File: src/hdl/encoder_blind_position_controller_top_macros.svh
// ----------------------------------------------------------------------------
// encoder_blind_position_controller_top_macros
// Assertion macros shared by the blind position controller RTL.
// ----------------------------------------------------------------------------
`ifndef ENCODER_BLIND_POSITION_CONTROLLER_TOP_MACROS_SVH
`define ENCODER_BLIND_POSITION_CONTROLLER_TOP_MACROS_SVH

`ifndef NO_ASSERTIONS

// antecedent implies consequent in the same cycle
`define EBPC_ASSERT_IMP(label, clk, rst_n, ante, cons) \
	label: assert property (@(posedge clk) disable iff (!rst_n) (ante) |-> (cons)) \
		else $error("ebpc assertion failed");

// antecedent implies consequent in the next cycle
`define EBPC_ASSERT_NXT(label, clk, rst_n, ante, cons) \
	label: assert property (@(posedge clk) disable iff (!rst_n) (ante) |=> (cons)) \
		else $error("ebpc assertion failed");

`else

`define EBPC_ASSERT_IMP(label, clk, rst_n, ante, cons)
`define EBPC_ASSERT_NXT(label, clk, rst_n, ante, cons)

`endif

`endif

File: src/hdl/ebpc_pkg.sv
// ----------------------------------------------------------------------------
// ebpc_pkg
// Types and constants of the encoder blind position controller.
// ----------------------------------------------------------------------------
package ebpc_pkg;

	localparam int POSITION_BITS_DEF = 16;

	localparam logic [6:0]  PERCENT_FULL = 7'd100;
	localparam logic [14:0] TRAVEL_RESET = 15'd3000;
	localparam logic [14:0] TRAVEL_MAX   = 15'd32767;

	// travel * percent fits in 22 bits; x / 100 = (x * ceil(2^29 / 100)) >> 29
	localparam int          PROD_W       = 22;
	localparam int          RECIP_W      = 23;
	localparam int          RECIP_SHIFT  = 29;
	localparam logic [22:0] RECIP_100    = 23'd5368710;

	typedef enum logic [1:0] {
		PH_00 = 2'b00,
		PH_01 = 2'b01,
		PH_10 = 2'b10,
		PH_11 = 2'b11
	} ebpc_phase_t;

	typedef enum logic [1:0] {
		MODE_IDLE,
		MODE_MOVE,
		MODE_CAL_HOME,
		MODE_CAL_CLOSE
	} ebpc_mode_t;

	typedef struct packed {
		logic       encoder_b;
		logic       limit_button;
		logic       move_request;
		logic [6:0] move_percent;
		logic       calibrate_request;
	} ebpc_in_t;

	typedef struct packed {
		logic               drive_close;
		logic               drive_open;
		logic signed [15:0] position;
		logic [14:0]        full_travel;
		logic               busy_res;
	} ebpc_out_t;

endpackage

File: src/hdl/ebpc_encoder.sv
// ----------------------------------------------------------------------------
// ebpc_encoder
// Encoder phase machine with saturating up/down position count.
// ----------------------------------------------------------------------------
module ebpc_encoder import ebpc_pkg::*; #(
	parameter int POSITION_BITS = POSITION_BITS_DEF
) (
	input  ebpc_phase_t                     phase,
	input  logic                            encoder_b,
	input  logic                            closing,
	input  logic signed [POSITION_BITS-1:0] pos,
	output ebpc_phase_t                     phase_nxt,
	output logic signed [POSITION_BITS-1:0] pos_nxt
);

	localparam logic signed [POSITION_BITS-1:0] POS_MAX = {1'b0, {(POSITION_BITS-1){1'b1}}};
	localparam logic signed [POSITION_BITS-1:0] POS_MIN = {1'b1, {(POSITION_BITS-1){1'b0}}};

	always_comb begin
		phase_nxt = phase;
		pos_nxt   = pos;
		unique case (phase)
			PH_00: begin
				if (encoder_b) begin
					phase_nxt = PH_11;
				end
			end
			PH_10: begin
				phase_nxt = PH_00;
			end
			PH_11: begin
				// falling edge of b after a high phase counts one step
				if (!encoder_b) begin
					phase_nxt = PH_00;
					if (closing) begin
						if (pos != POS_MAX) begin
							pos_nxt = pos + POSITION_BITS'(1);
						end
					end else begin
						if (pos != POS_MIN) begin
							pos_nxt = pos - POSITION_BITS'(1);
						end
					end
				end
			end
			PH_01: begin
				phase_nxt = PH_11;
			end
			default: begin
				phase_nxt = PH_00;
			end
		endcase
	end

endmodule

File: src/hdl/encoder_blind_position_controller_top.sv
// ----------------------------------------------------------------------------
// encoder_blind_position_controller_top
// Bang-bang blind controller: counts encoder steps, drives to a percentage
// of the calibrated travel and runs the home / limit calibration.
//
//   channel   signals                      payload
//   in        in_valid / in_ready          in_data  (ebpc_in_t)
//   out       out_valid / out_ready        out_data (ebpc_out_t)
//
// One item per cycle unless the output stalls.
// The travel * percent product is formed at accept, the divide by 100 and
// the controller update run in the input stage before the result register.
// A stalled output holds the input stage; the input side keeps taking items
// until both stages are full. Reset clears controller state and valid flags.
// ----------------------------------------------------------------------------
`include "encoder_blind_position_controller_top_macros.svh"

module encoder_blind_position_controller_top import ebpc_pkg::*; #(
	parameter int POSITION_BITS = POSITION_BITS_DEF
) (
	input  logic      clk,
	input  logic      arst_n,
	input  logic      in_valid,
	output logic      in_ready,
	input  ebpc_in_t  in_data,
	output logic      out_valid,
	input  logic      out_ready,
	output ebpc_out_t out_data
);

	localparam int CW = (POSITION_BITS > 16) ? POSITION_BITS : 16;
	localparam logic signed [CW-1:0] TRAVEL_MAX_EXT = CW'(TRAVEL_MAX);
	localparam logic signed [CW-1:0] ZERO_EXT       = '0;

	// state
	ebpc_phase_t                     phase_q;
	logic signed [POSITION_BITS-1:0] pos_q;
	logic [14:0]                     travel_q;
	logic                            dir_q;
	logic signed [CW-1:0]            tgt_q;
	ebpc_mode_t                      mode_q;

	// pipeline
	logic                 valid_s1;
	ebpc_in_t             item_s1;
	logic [PROD_W-1:0]    prod_s1;
	logic                 out_valid_q;
	ebpc_out_t            out_q;

	logic advance, step, accept;

	ebpc_phase_t                     phase_nxt;
	logic signed [POSITION_BITS-1:0] pos_nxt;
	logic signed [CW-1:0]            pos_ext;
	logic signed [CW-1:0]            tgt_nxt;
	logic signed [CW-1:0]            tgt_move;
	logic [14:0]                     travel_nxt;
	logic [14:0]                     travel_clamp;
	logic [14:0]                     travel_fwd;
	logic [6:0]                      pct_clamp;
	logic [PROD_W+RECIP_W-1:0]       quot_full;
	logic                            dir_nxt;
	logic                            reached;
	logic                            driving;
	ebpc_mode_t                      mode_nxt;

	assign advance  = !out_valid_q || out_ready;
	assign step     = valid_s1 && advance;
	assign in_ready = !valid_s1 || advance;
	assign accept   = in_valid && in_ready;

	ebpc_encoder #(
		.POSITION_BITS(POSITION_BITS)
	) u_encoder (
		.phase     (phase_q),
		.encoder_b (item_s1.encoder_b),
		.closing   (dir_q),
		.pos       (pos_q),
		.phase_nxt (phase_nxt),
		.pos_nxt   (pos_nxt)
	);

	assign pos_ext = CW'(pos_nxt);

	// divide by 100 through the reciprocal
	assign quot_full = prod_s1 * RECIP_100;
	assign tgt_move  = CW'({1'b0, quot_full[RECIP_SHIFT +: 15]});

	always_comb begin
		if (pos_ext < ZERO_EXT) begin
			travel_clamp = '0;
		end else if (pos_ext > TRAVEL_MAX_EXT) begin
			travel_clamp = TRAVEL_MAX;
		end else begin
			travel_clamp = pos_ext[14:0];
		end
	end

	assign reached = dir_q ? (pos_ext >= tgt_q) : (pos_ext <= tgt_q);

	always_comb begin
		mode_nxt   = mode_q;
		dir_nxt    = dir_q;
		tgt_nxt    = tgt_q;
		travel_nxt = travel_q;
		unique case (mode_q)
			MODE_MOVE: begin
				if (reached) begin
					mode_nxt = MODE_IDLE;
				end
			end
			MODE_CAL_HOME: begin
				if (reached) begin
					if (item_s1.limit_button) begin
						dir_nxt  = 1'b1;
						mode_nxt = MODE_CAL_CLOSE;
					end else begin
						mode_nxt = MODE_IDLE;
					end
				end
			end
			MODE_CAL_CLOSE: begin
				if (!item_s1.limit_button) begin
					travel_nxt = travel_clamp;
					mode_nxt   = MODE_IDLE;
				end
			end
			MODE_IDLE: begin
				priority if (item_s1.calibrate_request) begin
					tgt_nxt = ZERO_EXT;
					if (ZERO_EXT > pos_ext) begin
						dir_nxt  = 1'b1;
						mode_nxt = MODE_CAL_HOME;
					end else if (ZERO_EXT < pos_ext) begin
						dir_nxt  = 1'b0;
						mode_nxt = MODE_CAL_HOME;
					end else if (item_s1.limit_button) begin
						// already home with the button held
						dir_nxt  = 1'b1;
						mode_nxt = MODE_CAL_CLOSE;
					end
				end else if (item_s1.move_request) begin
					tgt_nxt = tgt_move;
					if (tgt_move > pos_ext) begin
						dir_nxt  = 1'b1;
						mode_nxt = MODE_MOVE;
					end else if (tgt_move < pos_ext) begin
						dir_nxt  = 1'b0;
						mode_nxt = MODE_MOVE;
					end
				end
			end
			default: begin
				mode_nxt = MODE_IDLE;
			end
		endcase
	end

	assign driving = (mode_nxt != MODE_IDLE);

	// travel seen by the item entering the input stage
	assign travel_fwd = step ? travel_nxt : travel_q;
	assign pct_clamp  = (in_data.move_percent > PERCENT_FULL) ? PERCENT_FULL
	                                                          : in_data.move_percent;

	always_ff @(posedge clk or negedge arst_n) begin
		if (!arst_n) begin
			phase_q  <= PH_00;
			pos_q    <= '0;
			travel_q <= TRAVEL_RESET;
			dir_q    <= 1'b1;
			tgt_q    <= '0;
			mode_q   <= MODE_IDLE;
		end else if (step) begin
			phase_q  <= phase_nxt;
			pos_q    <= pos_nxt;
			travel_q <= travel_nxt;
			dir_q    <= dir_nxt;
			tgt_q    <= tgt_nxt;
			mode_q   <= mode_nxt;
		end
	end

	always_ff @(posedge clk or negedge arst_n) begin
		if (!arst_n) begin
			valid_s1    <= 1'b0;
			out_valid_q <= 1'b0;
		end else begin
			if (in_ready) begin
				valid_s1 <= in_valid;
			end
			if (advance) begin
				out_valid_q <= valid_s1;
			end
		end
	end

	always_ff @(posedge clk) begin
		if (accept) begin
			item_s1 <= in_data;
			prod_s1 <= PROD_W'(travel_fwd) * PROD_W'(pct_clamp);
		end
		if (step) begin
			out_q.drive_close <= driving && dir_nxt;
			out_q.drive_open  <= driving && !dir_nxt;
			out_q.position    <= pos_ext[15:0];
			out_q.full_travel <= travel_nxt;
			out_q.busy_res    <= driving;
		end
	end

	assign out_valid = out_valid_q;
	assign out_data  = out_q;

	`EBPC_ASSERT_IMP(a_busy_matches_drive, clk, arst_n, out_valid, out_data.busy_res == (out_data.drive_close || out_data.drive_open))
	`EBPC_ASSERT_NXT(a_travel_only_on_cal, clk, arst_n, !(step && mode_q == MODE_CAL_CLOSE), $stable(travel_q))
	`EBPC_ASSERT_IMP(a_phase_reachable, clk, arst_n, 1'b1, phase_q == PH_00 || phase_q == PH_11)
	`EBPC_ASSERT_NXT(a_state_holds_on_stall, clk, arst_n, !step, $stable(pos_q) && $stable(mode_q))

endmodule

File: config.mk
export PLATFORM = sky130hd
export DESIGN_NAME = encoder_blind_position_controller_top
export DESIGN_NICKNAME = d
export VERILOG_FILES = /design/src/hdl/ebpc_pkg.sv /design/src/hdl/ebpc_encoder.sv /design/src/hdl/encoder_blind_position_controller_top.sv
export VERILOG_INCLUDE_DIRS = /design/src /design/src/hdl
export SDC_FILE = /design/constraint.sdc
export NUM_CORES = 1
export LEC_CHECK = 0
export ABC_AREA = 1
export ABC_CLOCK_PERIOD_IN_PS = 11750
export BUFFER_PORTS_ARGS = -buffer_cell sky130_fd_sc_hd__buf_2
export CORE_MARGIN = 1
export CORE_UTILIZATION = 45
export CTS_CLUSTER_SIZE = 25
export DETAILED_ROUTE_END_ITERATION = 6
export SKIP_LAST_GASP = 1
export SYNTH_ARGS = -nofsm -noshare
export SYNTH_HDL_FRONTEND = slang
export SYNTH_HIERARCHICAL = 1
export SYNTH_SLANG_ARGS = --single-unit
File: constraint.sdc
create_clock -name clk -period 11.75 [get_ports clk]
set_clock_uncertainty 0.05 [all_clocks]
set_input_delay 1.7625 -clock clk [delete_from_list [all_inputs] [get_ports clk]]
set_output_delay 1.7625 -clock clk [all_outputs]
set_load 0.01 [all_outputs]
* Word level (Yosys, flattened, before mapping)
Cells that the tools add are included.
Operators by class: equal/unequal tests 10, add/subtract/negate cells 2, multiply operators 2, reduce and logical (&&, ||, !) cells 15, $lt $le $gt $ge 9, muxes and demuxes 38
Operators by type and width (count):
- 2-to-1 mux 16 bit | 7
- 2-to-1 mux 15 bit | 5
- multiplier 22 x 22 -> 43 bit, second input constant | 1
- != test 16 bit, second input constant | 2
- 2-to-1 mux 2 bit | 13
- multiplier 15 x 7 -> 22 bit | 1
- adder 16 x 2 -> 16 bit, second input constant | 1
- >= comparator 16 bit | 1
- > comparator 1 x 16 -> 1 bit, first input constant | 1
- > comparator 16 bit | 1
- > comparator 16 bit, second input constant | 1
- less-or-equal comparator 16 bit | 1
- < comparator 1 x 16 -> 1 bit, first input constant | 1
- < comparator 16 x 1 -> 1 bit, second input constant | 1
- < comparator 16 bit | 1
- case mux 2 bit (4 select lines) | 2
- subtractor 16 x 2 -> 16 bit, second input constant | 1
- 2-to-1 mux 1 bit | 9
- == test 2 bit, second input constant | 4
- > comparator 7 bit, second input constant | 1
- 2-to-1 mux 7 bit | 1
- AND reduction 3 bit | 2
- == test 2 x 1 -> 1 bit, second input constant | 2
- logical AND 1 bit | 4
- other kinds (6) | 12
Storage, ports and cells: register bits after elaboration 114, output and inout port bits 36, input bits 15, logic and storage cells 94

* Logic depth before layout (Yosys ltp)
Gate-level depths: netlist (run 1).
word-level depth 13, gate-level depth with buffers 41, depth with buffers taken out 40

* Modules after synthesis
Netlist (run 1), hierarchy kept.
Modules (own cells, without submodules):
- encoder_blind_position_controller_top | sequential area each 3138.0 µm², instances 1, area each 17909.7 µm², cells each 2048
- ebpc_encoder | sequential area each 0.0 µm², instances 1, area each 1173.6 µm², cells each 262

* Worst setup path after synthesis (run 1)
No wires, ideal clock.
path kind input to register, from input port out_ready, to register prod_s1[18], data pin, stages 20, path slack 4.373 ns, arrival time 7.062 ns, setup time 0.265 ns, data required time 11.435 ns, cells stage by stage inv_1 > nand2_1 > nand2_1 > inv_1 > clkbuf_1 > nand2_1 > o21ai_2 > nand2_1 > fa_1 > fa_1 > inv_1 > fa_1 > fa_1 > ha_1 > a21o_1 > a21boi_0 > nand3_1 > a21oi_1 > o21ai_0 > xor2_1
Between the ends: cells in the longest elaborated chain, start to end 4
RTL lines:
- start, declared | RTL line encoder_blind_position_controller_top.sv:27 | input logic out_ready,
- logical OR 1 bit | RTL line encoder_blind_position_controller_top.sv:67 | assign advance = !out_valid_q || out_ready;
- logical AND 1 bit | RTL line encoder_blind_position_controller_top.sv:68 | assign step = valid_s1 && advance;
- via step | RTL line encoder_blind_position_controller_top.sv:50 | logic advance, step, accept;
- 2-to-1 mux 15 bit
- via travel_fwd[4] | RTL line encoder_blind_position_controller_top.sv:59 | logic [14:0] travel_fwd;
- multiplier 15 x 7 -> 22 bit | RTL line encoder_blind_position_controller_top.sv:201 | prod_s1 <= PROD_W'(travel_fwd) * PROD_W'(pct_clamp);
- end signal, assigned | RTL line encoder_blind_position_controller_top.sv:201
- end, declared | RTL line encoder_blind_position_controller_top.sv:46 | logic [PROD_W-1:0] prod_s1;
The timed path passes the listed nets, and every way through them passes these cells. A chain may end at the register's enable or synchronous reset.

* Worst setup path in the final report (run 1)
from register prod_s1[14], to register out_q, in the netlist out_data[32], data pin
Between the ends: cells in the longest elaborated chain, start to end 9, elaborated cells between the ends (all ways) 16
RTL lines:
- multiplier 22 x 22 -> 43 bit * | RTL line encoder_blind_position_controller_top.sv:86 | assign quot_full = prod_s1 * RECIP_100;
- < comparator 16 bit | RTL line encoder_blind_position_controller_top.sv:147 | end else if (tgt_move < pos_ext) begin
- 2-to-1 mux 2 bit or 2-to-1 mux 1 bit (tied branches) | RTL line encoder_blind_position_controller_top.sv:147
- 2-to-1 mux 2 bit or 2-to-1 mux 1 bit (tied branches) | RTL line encoder_blind_position_controller_top.sv:144 | if (tgt_move > pos_ext) begin
- 2-to-1 mux 2 bit or 2-to-1 mux 1 bit (tied branches) | RTL line encoder_blind_position_controller_top.sv:142 | end else if (item_s1.move_request) begin
- 2-to-1 mux 2 bit or 2-to-1 mux 1 bit (tied branches) | RTL line encoder_blind_position_controller_top.sv:129 | priority if (item_s1.calibrate_request) begin
- case mux 2 bit (4 select lines) or case mux 1 bit (2 select lines) (tied branches) | RTL line encoder_blind_position_controller_top.sv:106 | unique case (mode_q)
- nonzero test 2 bit or zero test 1 bit (tied branches) | RTL line encoder_blind_position_controller_top.sv:159, encoder_blind_position_controller_top.sv:205
- logical AND 1 bit * | RTL line encoder_blind_position_controller_top.sv:205 | out_q.drive_open <= driving && !dir_nxt;
- end, declared | RTL line encoder_blind_position_controller_top.sv:48 | ebpc_out_t out_q;
Mark *: on every way between the ends. The rest lies on a longest branch, timed or not.

==> reports/metrics.yaml, run 1 <==
placed_design:
  finalWeightedCongestion: 0.967
  io_buffers: 50
  dpl_cell_area_sq_um: 19900
  dp_slack_ns: 4.34
  dpl.hpwl_um: 45000
critical_path:
  r2r-start: "prod_s1[14]"
  start_kind: "flop"
  cpMostUsedCell: "fa_1"
  slowest_stage: "edfxtp_1"
  critPathKind: "flop to flop"
  rr_endpoint: "out_data[32]"
  endpoint_kind: "flop"
  path_max_fanout: 8
  worstPathRequired_ns: 11.88
  rr_worst_depth: 29
  cp.arrival_ns: 7.67
  rrSetupSlack_ns: 4.21
  slowest_delay_ns: 0.61
clocking:
  cts_tree: "built"
  cts_sinks: 113
  cts_setup_buffers: 0
  clock_path_buffers: 2
  post_cts_resized: 0
  cts_buffers: 17
  path_clk_slew_ns: 0.06
  cts_max_level: 4
  holdBufCountCts: 0
  clk_latency_ns: 0.44
  cts_root_buffer: "clkbuf_16"
global_routing:
  grt_usage: 0.258
  grt_overflow: 0
  antenna_found_initial: 0
  grt_pass1_vias: 16052
  grt_pass1_wl_um: 86400
  grt_max_degree: 54
timing:
  post-route-period-util: 0.642
  worstMarginPinSlew_ns: 1.06
  hold_violations: 0
  hold_ws_ns: 0.442
  setup_viol: 0
  fin_crit_ns: 7.54
  slew_headroom: 0.294
  fmax_mhz: 133
  worst_slack_ns: 4.21
  slew_violations: 0
  fin_tns_setup_ns: 0
  rsz0062_at_grt: "no"
floorplan:
  die_w_um: 208
  die_area_sq_um: 43200
  core_sq_um: 41900
  die_h_um: 208
  num_rows: 75
  start_util: 0.456
  ioPinCount: 51
routing:
  wl_per_cell_um: 18.2
  ant_nets: 0
  first_pass_iters: 5
  drt_wl_total_um: 52900
  post_drt_via_cell_ratio: 5.21
  drt_iter0_markers: 991
  vias: 15175
  drc: 0
min_path:
  min_path_cells: 2
  min_from: "tgt_q[5]"
  hold_class: "flop to flop"
  hold_end: "tgt_q[5]"
yosys:
  avgSynthCellArea_sq_um: 8.26
  synth_area_sq_um: 19100
  synth_nets: 2873
  yosysTopAreaCellShare: 0.253
  synth_edf_count: 60
  synthFlopType: "edfxtp_1"
  ys_types: 45
  synthCells: 2310
  ys_top_cells_by_area: "fa_1, ha_1, inv_1"
  synth_area_leader_cell: "fa_1"
  ys_seq_area_frac: 0.164
  synth-async-reset-ratio: 0.469
  yosysWarnings: 6
  ys_ff_latch: 113
finish:
  diodes: 0
  final_layout_size_suffix_gt1_frac: 0.0650
  layout.nets: 2921
  design_area_sq_um: 20400
  area_growth_pct: 7.15
run:
  max-cap-violations: 0
outcome:
  status: "finished clean"
==> cells in the final DEF (no fill, tap or decap), drive strengths merged, types with 22 or more instances in the layout <==
cell type  netlist  final
ha             307    307
xor2            22     22
nand4           26     26
nor2           170    170
a21oi           99     99
fa             241    241
o21ai          108    108
inv            574    580
dfrtp           45     45
edfxtp          60     60
nand3           77     77
nand2          440    440
buf              8     54
==> synth_stat cells, types with 7 or more instances <==
library cell / instances
inv_1: 562
nand2_1: 434
ha_1: 307
fa_1: 241
nor2_1: 162
a21oi_1: 99
o21ai_0: 89
nand3_1: 77
edfxtp_1: 60
dfrtp_1: 45
nand4_1: 26
xor2_1: 22
nor3_1: 19
o21ai_2: 17
clkbuf_1: 16
and2_1: 11
dfstp_2: 8
o21bai_1: 8
o22ai_2: 8
or2_1: 8
a21o_1: 7
nor4_1: 7
xnor2_1: 7
==> worst max-delay path by stage <==
stage / from / to / cells past startpoint
floorplan: out_ready / prod_s1[18] / 20
global placement: dir_q / prod_s1[18] / 29
detailed placement: prod_s1[12] / out_data[32] / 29
CTS: prod_s1[12] / out_data[32] / 29
global route: prod_s1[14] / out_data[32] / 30
finish: prod_s1[14] / out_data[32] / 29
==> per-stage QoR <==
| step | instances | utilization |
|---|---|---|
| final | 2910 | 0.489 |
| after global routing | 2910 | 0.489 |
| after CTS | 2910 | 0.489 |
| after detailed placement | 2878 | 0.476 |
| after global placement | 2878 | 0.476 |
| after floorplan | 2310 | - |
==> kinds of logic (layout without fill, tap and decap cells) <==
group	Yosys count	after routing	share of synthesized area
fa+ha+maj	548	548	0.454
buf+inv	599	660	0.120
flops	113	113	0.164
simple gates	769	769	0.170
xor+xnor	29	29	0.0133
compound gates	252	252	0.0780
==> flip-flops by register name, summed over array words and instances, names as in the netlist <==
name / count
out_data: 34
mode_q: 2
out_valid: 1
item_s1: 4
dir_q: 1
valid_s1: 1
prod_s1: 22
tgt_q: 15
pos_q: 16
phase_q: 2
travel_q: 15
==> routing by layer <==
metal / up-vias / part of all wire / track usage
li1: 7289 / - / -
met1: 7442 / 0.45 / 0.344
met2: 375 / 0.48 / 0.441
met3: 69 / 0.041 / 0.0269
met4: 0 / 0.027 / 0.0769
met5: - / 0 / 0
==> cell type report <==
cell class	count	area (sq um)
repair buffers	54	280
well taps	539	674
clock inverters	14	108
clock buffers	18	429
inverters	574	2170
flip-flops and latches	113	3140
fillers	4106	21400
multi-input cells	1598	13600
==> critical path: cells and delay by family (launching register included) <==
kind / cells / cell delay (ns)
fa+ha+maj: 9 / 4.06
buf+inv: 4 / 0.22
flops: 1 / 0.61
compound gates: 7 / 1.28
simple gates: 9 / 1.04
Power of run 1 is left out: the tool's default activity adds up to more than one toggle a clock period on the data nets, which glitch-free logic cannot reach.
==> run 2, diff against run 1 <==
- ABC_CLOCK_PERIOD_IN_PS: 11750 -> 6100
- clock period: 11.75 -> 6.1 ns (I/O delays scaled with it)
==> run 2 against run 1 <==
  * Routed wire length up 16%
  * The flow now finishes with violations (setup timing)
  * Largest cell class unchanged
  * Hold slack worse by 0.011 ns
  * Global-route usage increased by 3.2 points
  * Register-to-register slack worse by 5.1 ns
  * Maximum frequency increased by 8.5%
==> reports/metrics.yaml, run 2 (same netlist as run 1, synthesis figures left out) <==
finish:
  diodes: 0  # unchanged
  final_layout_size_suffix_gt1_frac: 0.349  # +0.284
  nFillCells: 3562  # -13%
  layout_commonest_cell: "inv_1"
  largest_register_ffs: 34  # unchanged
  layout_common_cells: "inv_1, buf_4, nand2_1, ha_1, fa_1"
  layout.nets: 3455  # +18%
  area_growth_pct: 39.0
routing:
  post_drt_via_cell_ratio: 5.05  # -3.2%
  first_pass_iters: 5  # unchanged
  ant_nets: 0  # unchanged
  drc: 0  # unchanged
  drt_wl_total_um: 61400  # +16%
  wl_per_cell_um: 17.8  # -1.9%
  vias: 17383  # +15%
  drt_iter0_markers: 860  # -13%
critical_path:
  endpoint_kind: "flop"
  slowest_delay_ns: 0.61  # about the same
  critPathKind: "flop to flop"
  path_max_fanout: 3  # -5
  cp.arrival_ns: 7.09  # -0.58 ns
  worstPathRequired_ns: 6.24  # -5.64 ns
  cpMostUsedCell: "buf_4"
  slowest_stage: "fa_1"
  rr_worst_depth: 34  # +17%
  start_kind: "flop"
floorplan:
  ioPinCount: 51  # unchanged
  num_rows: 75  # unchanged
  core_sq_um: 41900  # unchanged
  die_area_sq_um: 43200  # unchanged
  die_h_um: 208  # unchanged
  start_util: 0.456  # unchanged
  die_w_um: 208  # unchanged
timing:
  fmax_mhz: 144  # +8.5%
  worst_slack_ns: -0.852  # -5.06 ns
  slew_headroom: 0.499  # +0.206
  post-route-period-util: 1.14  # +0.498
  hold_ws_ns: 0.432  # -0.0107 ns
  hold_violations: 0  # unchanged
  fin_crit_ns: 6.95  # -0.588 ns
  setup_viol: 24  # +24
  worstMarginPinSlew_ns: 0.751  # -0.305 ns
  rsz0062_at_grt: "yes"
  fin_tns_setup_ns: -12.98  # -12.98 ns
  slew_violations: 0  # unchanged
clocking:
  cts_tree: "built"
  cts_max_level: 4  # unchanged
  cts_root_buffer: "clkbuf_16"
  cts_buffers: 17  # unchanged
  holdBufCountCts: 0  # unchanged
  path_clk_slew_ns: 0.06  # about the same
  clock_path_buffers: 2  # unchanged
  cts_sinks: 113  # unchanged
  clk_latency_ns: 0.43  # about the same
outcome:
  status: "complete, but fails checks"
  violations: "setup timing"
placed_design:
  dpl.hpwl_um: 50400  # +12%
  io_buffers: 50  # unchanged
  finalWeightedCongestion: 0.942  # -2.6%
run:
  max-cap-violations: 0  # unchanged
min_path:
  hold_class: "flop to flop"
  min_path_cells: 2  # unchanged
global_routing:
  grt_overflow: 0  # unchanged
  grt_usage: 0.290  # +0.0319
  grt_pass1_vias: 18295  # +14%
  antenna_found_initial: 0  # unchanged
  grt_max_degree: 54  # unchanged
  grt_pass1_wl_um: 96100  # +11%
==> run 2: worst paths after layout <==
kind / startpoint / to / slack, ns
worst max register to register: prod_s1[15] / out_data[33] / -0.85
min in group asynchronous: arst_n / tgt_q[12] / 0.56
worst min-delay path: tgt_q[5] / tgt_q[5] / 0.43
worst max-delay path: prod_s1[15] / out_data[33] / -0.85
max in group asynchronous: arst_n / pos_q[2] / 4.87
worst min register to register: tgt_q[5] / tgt_q[5] / 0.43
==> run 2: through the flow <==
step	util	instance area (sq um)	instances	setup WS, ns
3_3_place_gp	0.560	23500	3314	-1.03
2_1_floorplan	-	19300	2310	-0.289
4_1_cts	0.600	25100	3400	-0.732
6_report	0.634	26500	3444	-0.852
5_1_grt	0.634	26500	3444	-1.08
3_5_place_dp	0.560	23500	3314	-1.09
==> run 2: worst max-delay path: cells and delay by family (launching register included) <==
| family | cells | cell delay, ns |
|---|---|---|
| simple gates | 14 | 1.30 |
| fa+ha+maj | 9 | 3.74 |
| compound gates | 3 | 0.29 |
| buf+inv | 8 | 0.92 |
| flops | 1 | 0.42 |
==> run 2: area by class of cell <==
class / count / area [sq um] / area share
clock buffers: 19 / 433 / 0.0163
inverters: 574 / 2170 / 0.0818
clock inverters: 13 / 116 / 0.00439
repair buffers: 588 / 4450 / 0.168
well taps: 539 / 674 / 0.0254
flip-flops and latches: 113 / 3150 / 0.119
multi-input cells: 1598 / 15500 / 0.586
==> run 2: metal layers <==
| metal | wire length, um | GRT usage |
|---|---|---|
| met5 | 0 | 0 |
| met4 | 2200 | 0.0958 |
| met3 | 2720 | 0.0322 |
| met2 | 30400 | 0.511 |
| met1 | 26000 | 0.369 |
==> run 2: timing repair <==
| item | 4_1_cts | 5_1_grt |
|---|---|---|
| buffers inserted | 54 | 47 |
| endpoints found under the setup margin | 22 | 26 |
| resized for setup | 134 | 269 |
| pin swaps | 92 | 110 |
Power of run 2 is left out for the same reason.
